<file path="config.mk">
export PLATFORM = sky130hd
export DESIGN_NAME = sarc_isqrt
export DESIGN_NICKNAME = d
export VERILOG_FILES = /design/src/hdl/sarc_pkg.sv /design/src/hdl/sarc_isqrt.sv
export SDC_FILE = /design/constraint.sdc
export NUM_CORES = 2
export LEC_CHECK = 0
export BUFFER_PORTS_ARGS = -buffer_cell sky130_fd_sc_hd__buf_4
export CAP_MARGIN = 10
export CORE_MARGIN = 5
export CORE_UTILIZATION = 60
export CTS_CLUSTER_SIZE = 8
export DETAILED_ROUTE_END_ITERATION = 8
export GPL_ROUTABILITY_DRIVEN = 1
export PLACE_DENSITY = 0.74
export SYNTH_ARGS = -nofsm -noshare
export SYNTH_HDL_FRONTEND = slang
export SYNTH_SLANG_ARGS = --single-unit
</file>
<file path="constraint.sdc">
create_clock -name clk_i -period 6.7 [get_ports clk_i]
set_input_delay 1.005 -clock clk_i [delete_from_list [all_inputs] [get_ports clk_i]]
set_output_delay 1.005 -clock clk_i [all_outputs]
set_load 0.05 [all_outputs]
</file>
<file path="src/hdl/sarc_pkg.sv">
package sarc_pkg;

  // Fixed-point format of the ramp arithmetic.
  localparam int unsigned FRAC_BITS = 16;

  // Configuration port.
  localparam int unsigned CFG_IDX_W  = 3;
  localparam int unsigned CFG_DATA_W = 26;

  typedef enum logic [CFG_IDX_W-1:0] {
    CFG_BASE_STEP_TIME = 3'd0,
    CFG_SPEED_GAIN     = 3'd1,
    CFG_SPEED_OFFSET   = 3'd2,
    CFG_CLOCK_MHZ      = 3'd3,
    CFG_CLOCK_PRESCALE = 3'd4,
    CFG_MICROSTEP_DIV  = 3'd5
  } cfg_idx_e;

  // Register values after reset.
  localparam logic [25:0]        BASE_STEP_TIME_RST = 26'd5100667;
  localparam logic [23:0]        SPEED_GAIN_RST     = 24'd65536;
  localparam logic signed [23:0] SPEED_OFFSET_RST   = 24'sd196608;
  localparam logic [7:0]         CLOCK_MHZ_RST      = 8'd16;
  localparam logic [15:0]        CLOCK_PRESCALE_RST = 16'd8;
  localparam logic [8:0]         MICROSTEP_DIV_RST  = 9'd16;

  // Field widths.
  localparam int unsigned STEP_W   = 11;
  localparam int unsigned RELOAD_W = 16;

  // Square root unit: radicand is (n + 1) scaled by 2^(2F), root gets half the bits.
  localparam int unsigned SQ_IN_W  = STEP_W + 1 + 2 * FRAC_BITS;
  localparam int unsigned SQ_OUT_W = SQ_IN_W / 2;

  // Widths along the datapath.
  localparam int unsigned S_W   = FRAC_BITS + 1;        // sqrt difference, at most 1.0
  localparam int unsigned T_W   = 26 + S_W - FRAC_BITS; // step time
  localparam int unsigned G_W   = 24 + 9;               // gain times 300
  localparam int unsigned Q_DW  = G_W + FRAC_BITS;      // speed dividend and quotient
  localparam int unsigned RPM_W = Q_DW + 1;             // positive speed
  localparam int unsigned A_W   = 27;                   // 300000 times clock MHz
  localparam int unsigned E_W   = 25;                   // microsteps times prescale
  localparam int unsigned P_DW  = A_W + 2 * FRAC_BITS;  // period dividend and quotient

  // Scale constants of the speed and period formulas.
  localparam logic [8:0]  SPEED_NUM  = 9'd300;
  localparam logic [18:0] PERIOD_NUM = 19'd300000;

  // Full-scale reload plus one half, in fixed point.
  localparam logic [P_DW-1:0] RELOAD_LIM =
    (P_DW'(65535) << FRAC_BITS) + (P_DW'(1) << (FRAC_BITS - 1));

endpackage

</file>
<file path="src/hdl/sarc_isqrt.sv">
module sarc_isqrt (
  input  logic                          clk_i,
  input  logic                          en_i,
  input  logic [sarc_pkg::SQ_IN_W-1:0]  x_i,
  output logic [sarc_pkg::SQ_OUT_W-1:0] root_o
);

  localparam int unsigned W = sarc_pkg::SQ_IN_W;
  localparam int unsigned N = sarc_pkg::SQ_OUT_W;

  logic [W-1:0] rad_q  [N];
  logic [W-1:0] root_q [N];

  // One root bit per stage, starting from the most significant one.
  for (genvar k = 0; k < N; k++) begin : g_stage
    localparam logic [W-1:0] Bit = W'(1) << (W - 2 - 2 * k);
    logic [W-1:0] rad_in;
    logic [W-1:0] root_in;
    logic [W-1:0] trial;
    logic         take;

    if (k == 0) begin : g_first
      assign rad_in  = x_i;
      assign root_in = '0;
    end else begin : g_next
      assign rad_in  = rad_q[k-1];
      assign root_in = root_q[k-1];
    end

    assign trial = root_in + Bit;
    assign take  = (rad_in >= trial);

    always_ff @(posedge clk_i) begin
      if (en_i) begin
        rad_q[k]  <= take ? rad_in - trial : rad_in;
        root_q[k] <= take ? (root_in >> 1) + Bit : root_in >> 1;
      end
    end
  end

  assign root_o = root_q[N-1][N-1:0];

endmodule

</file>
==> results.py <==
metrics = {
    "power": {
        "clkPwrFrac_pct": 35.4,
        "internal_power_mw": 15.1,
        "power_frac_seq_pct": 47.9,
        "power_density_mw_per_mm2": 332,
        "p_leak_nw": 23.6,
        "p_sw_mw": 5.69,
        "p_comb_share_pct": 16.7,
        "switching_share_pct": 27.3,
        "total_power_mw": 20.8,
        "vdd_drop_max_mv": 0.229,
    },
    "worst_setup_path": {
        "cp_top_family": "simple AND/OR/NAND/NOR gates",
        "path_buf_inv": 1,
        "cp.required_ns": 7.18,
        "crit_start": "rad_q[15][13]",
        "critPathKind": "flop to flop",
        "arrival_ns": 4.34,
        "endpoint_kind": "flop",
        "crit_fanout": 36,
        "cp-start-kind": "flop",
        "endpoint": "rad_q[16][37]",
        "reg2reg_to": "rad_q[16][37]",
        "reg2reg_depth": 10,
        "crit_cells": 10,
        "r2r-start": "rad_q[15][13]",
        "cpMaxStageDelayCell": "nor4_1",
        "rrSetupSlack_ns": 2.84,
        "critPathMaxStageDelay_ns": 0.70,
        "crit_chain": "ha_1, or3b_1, nor4_1, o311ai_1, nand3_1, nor2_2, buf_4, nor4_2, o311ai_0, xnor2_1",
    },
    "placement": {
        "port_buffers": 67,
        "dp_hpwl_mm": 83.8,
        "place.gp.congestion": 0.898,
        "placed_cell_area_mm2": 0.0581,
    },
    "yosys": {
        "async_reset_ff_share_pct": 0,
        "synth_top_cell_area_share_pct": 62.9,
        "synth_cell_types": 102,
        "syn_inst": 4369,
        "synth_top_area_cell": "edfxtp_1",
        "yosysMostFrequentCell": "edfxtp_1",
        "synth_enable_flop_cells": 1177,
        "yosys_warnings": 0,
        "yosys_register_bits": 1177,
        "syn_nets": 4686,
        "syn_area_per_cell_um2": 12.9,
        "ys_top_cells_by_area": "edfxtp_1 63%, ha_1 6.0%, xor2_1 3.1%, xnor2_1 2.9%, inv_1 2.2%",
        "synth_common_cells": "1,177 x edfxtp_1, 333 x inv_1, 284 x nand2_1",
        "syn-cell-area_mm2": 0.0562,
        "yosysSeqAreaShare_pct": 62.9,
        "ys.flop_type": "edfxtp_1",
    },
    "floorplanning": {
        "dieArea_mm2": 0.0999,
        "num_rows": 112,
        "die_w_um": 316,
        "die_y_um": 316,
        "initial_core_util_pct": 60.3,
        "core_area_mm2": 0.0932,
        "io_pins": 68,
    },
    "global_routing": {
        "grt_pass1_vias": 34700,
        "grt_use_met1_pct": 29.7,
        "overflow": 0,
        "grt_pass1_wl_mm": 187,
        "grt_antenna_before_repair": 1,
        "use_met3_pct": 3.92,
        "grt_max_degree": 202,
        "met2_usage_pct": 41.7,
        "grt.busiest_layer": "met2",
        "grt.total_usage_pct": 23.7,
    },
    "sta": {
        "rsz0062_at_grt": "false",
        "period_share_pct": 57.6,
        "max_freq_mhz": 259,
        "setup_tns_ns": 0,
        "worstMarginPinSlew_ns": 1.40,
        "clock_skew_ns": 0.0680,
        "setup_viol": 0,
        "min_period_ns": 3.86,
        "maxSlewViolCount": 0,
        "slew_headroom_pct": 6.75,
        "hold_viol_final": 0,
    },
    "routing": {
        "num_vias": 34900,
        "wl_mm": 118,
        "drt-initial-drc-count": 3144,
        "wl_per_cell_um": 20.2,
        "drc": 0,
        "dr.pass1.iters": 6,
        "route.antenna.remaining_nets": 0,
        "avgViaCountPerCell": 5.99,
    },
    "clocking": {
        "insertion_delay_ns": 0.77,
        "cts_max_level": 4,
        "clock_sinks": 1177,
        "clk_pin_slew_ns": 0.05,
        "cts_resized": 0,
        "cts_buffers": 165,
        "root_buffer": "clkbuf_16",
        "tritoncts": "done",
        "ctsHoldBuffers": 0,
        "postCtsSetupBuffers": 0,
        "max-clock-path-buffers": 3,
    },
    "min_path": {
        "hp-class": "input port to flop",
    },
    "cells_and_area": {
        "diodes": 0,
        "design_area_mm2": 0.0627,
        "layout-drive-gt1-share_pct": 8.41,
        "area_delta_synth_final_pct": 11.6,
        "nets": 4866,
    },
    "outcome": {
        "status": "finished clean",
    },
    "flow_run": {
        "cap_viol_max_count": 0,
    },
}
[logic make-up after synthesis]
logic type / after synthesis / synth area share [%]
compound gates: 818 / 9.31
simple gates: 1259 / 12.0
mux: 42 / 0.831
xor+xnor: 385 / 6.00
fa+ha+maj: 271 / 6.04
flops: 1177 / 62.9
buf+inv: 417 / 2.94
[worst register-to-register path, delay by kind of cell, from the launching register on]
family / cells / cell delay (ns)
AO/OA/AOI/OAI: 2 / 0.57
flip-flops: 1 / 0.39
buffers and inverters: 1 / 0.25
adder cells (fa/ha/maj): 1 / 0.42
XOR/XNOR: 1 / 0.19
AND/OR/NAND/NOR: 5 / 1.77
[metrics by stage]
| step | setup WS, ns | hold slack, ns | util (%) | instances |
|---|---|---|---|---|
| after floorplan | 3.81 | 0.417 | - | 4369 |
| after global placement | 2.98 | 0.422 | 62.4 | 5636 |
| after detailed placement | 2.87 | 0.428 | 62.4 | 5636 |
| after CTS | 2.84 | 0.352 | 67.3 | 5821 |
| after global routing | 2.55 | 0.368 | 67.3 | 5821 |
| final | 2.84 | 0.417 | 67.3 | 5821 |
[sequential cells by signal, summed over array words and instances (netlist names)]
| name | cells |
|---|---|
| rad_q | 924 |
| root_q | 253 |
[cell usage in the layout (no fill, tap or decap), drive strengths merged, types with 11 or more instances in the layout]
| cell | instances |
|---|---|
| a211oi | 29 |
| a21boi | 11 |
| a21o | 76 |
| a21oi | 230 |
| a31oi | 18 |
| and2 | 11 |
| and3 | 24 |
| and4 | 12 |
| and4b | 12 |
| buf | 93 |
| clkbuf | 168 |
| clkinv | 15 |
| edfxtp | 1177 |
| ha | 271 |
| inv | 339 |
| mux2 | 34 |
| nand2 | 284 |
| nand2b | 60 |
| nand3 | 58 |
| nand3b | 26 |
| nand4 | 52 |
| nor2 | 246 |
| nor2b | 31 |
| nor3 | 132 |
| nor3b | 16 |
| nor4 | 146 |
| nor4b | 27 |
| o211ai | 20 |
| o21a | 59 |
| o21ai | 216 |
| o21bai | 14 |
| o31ai | 36 |
| or2 | 18 |
| or3 | 51 |
| or4 | 28 |
| xnor2 | 187 |
| xor2 | 198 |
[routing by layer]
| metal | vias to the layer above | wire, µm |
|---|---|---|
| li1 | 16700 | - |
| met1 | 16900 | 47700 |
| met2 | 982 | 60300 |
| met3 | 268 | 5560 |
| met4 | 0 | 3930 |
| met5 | - | 0 |
[how the worst min path moves through the flow]
| stage | cells past startpoint | end | startpoint | slack (ns) |
|---|---|---|---|---|
| 3_3_place_gp | 0 | rad_q[9][1] | rad_q[8][1] | 0.42 |
| 5_1_grt | 1 | rad_q[0][36] | x_i[36] | 0.37 |
| 3_5_place_dp | 0 | rad_q[9][11] | rad_q[8][11] | 0.43 |
| 6_report | 1 | rad_q[0][30] | x_i[30] | 0.42 |
| 2_1_floorplan | 0 | rad_q[16][5] | rad_q[15][5] | 0.42 |
| 4_1_cts | 1 | rad_q[0][30] | x_i[30] | 0.35 |
[layout make-up]
type                            instances  area, µm²
Multi-Input combinational cell       2775      19200
Timing Repair Buffer                   93        768
Inverter                              337       1260
Sequential cell                      1177      35300
Clock inverter                         17        413
Tap cell                             1254       1570
Clock buffer                          168       4140
Fill cell                            6557      30500
[power by group through the flow]
| stage | sequential (mW) | clock (mW) | combinational, mW |
|---|---|---|---|
| floorplan | 9.80 | 0 | 2.63 |
| detailed placement | 10.1 | 0 | 3.45 |
| global placement | 10.1 | 0 | 3.38 |
| CTS | 9.97 | 7.52 | 3.48 |
| finish | 9.98 | 7.38 | 3.48 |
| global route | 10.1 | 7.89 | 3.89 |
Power figures use the tool's default switching activity.
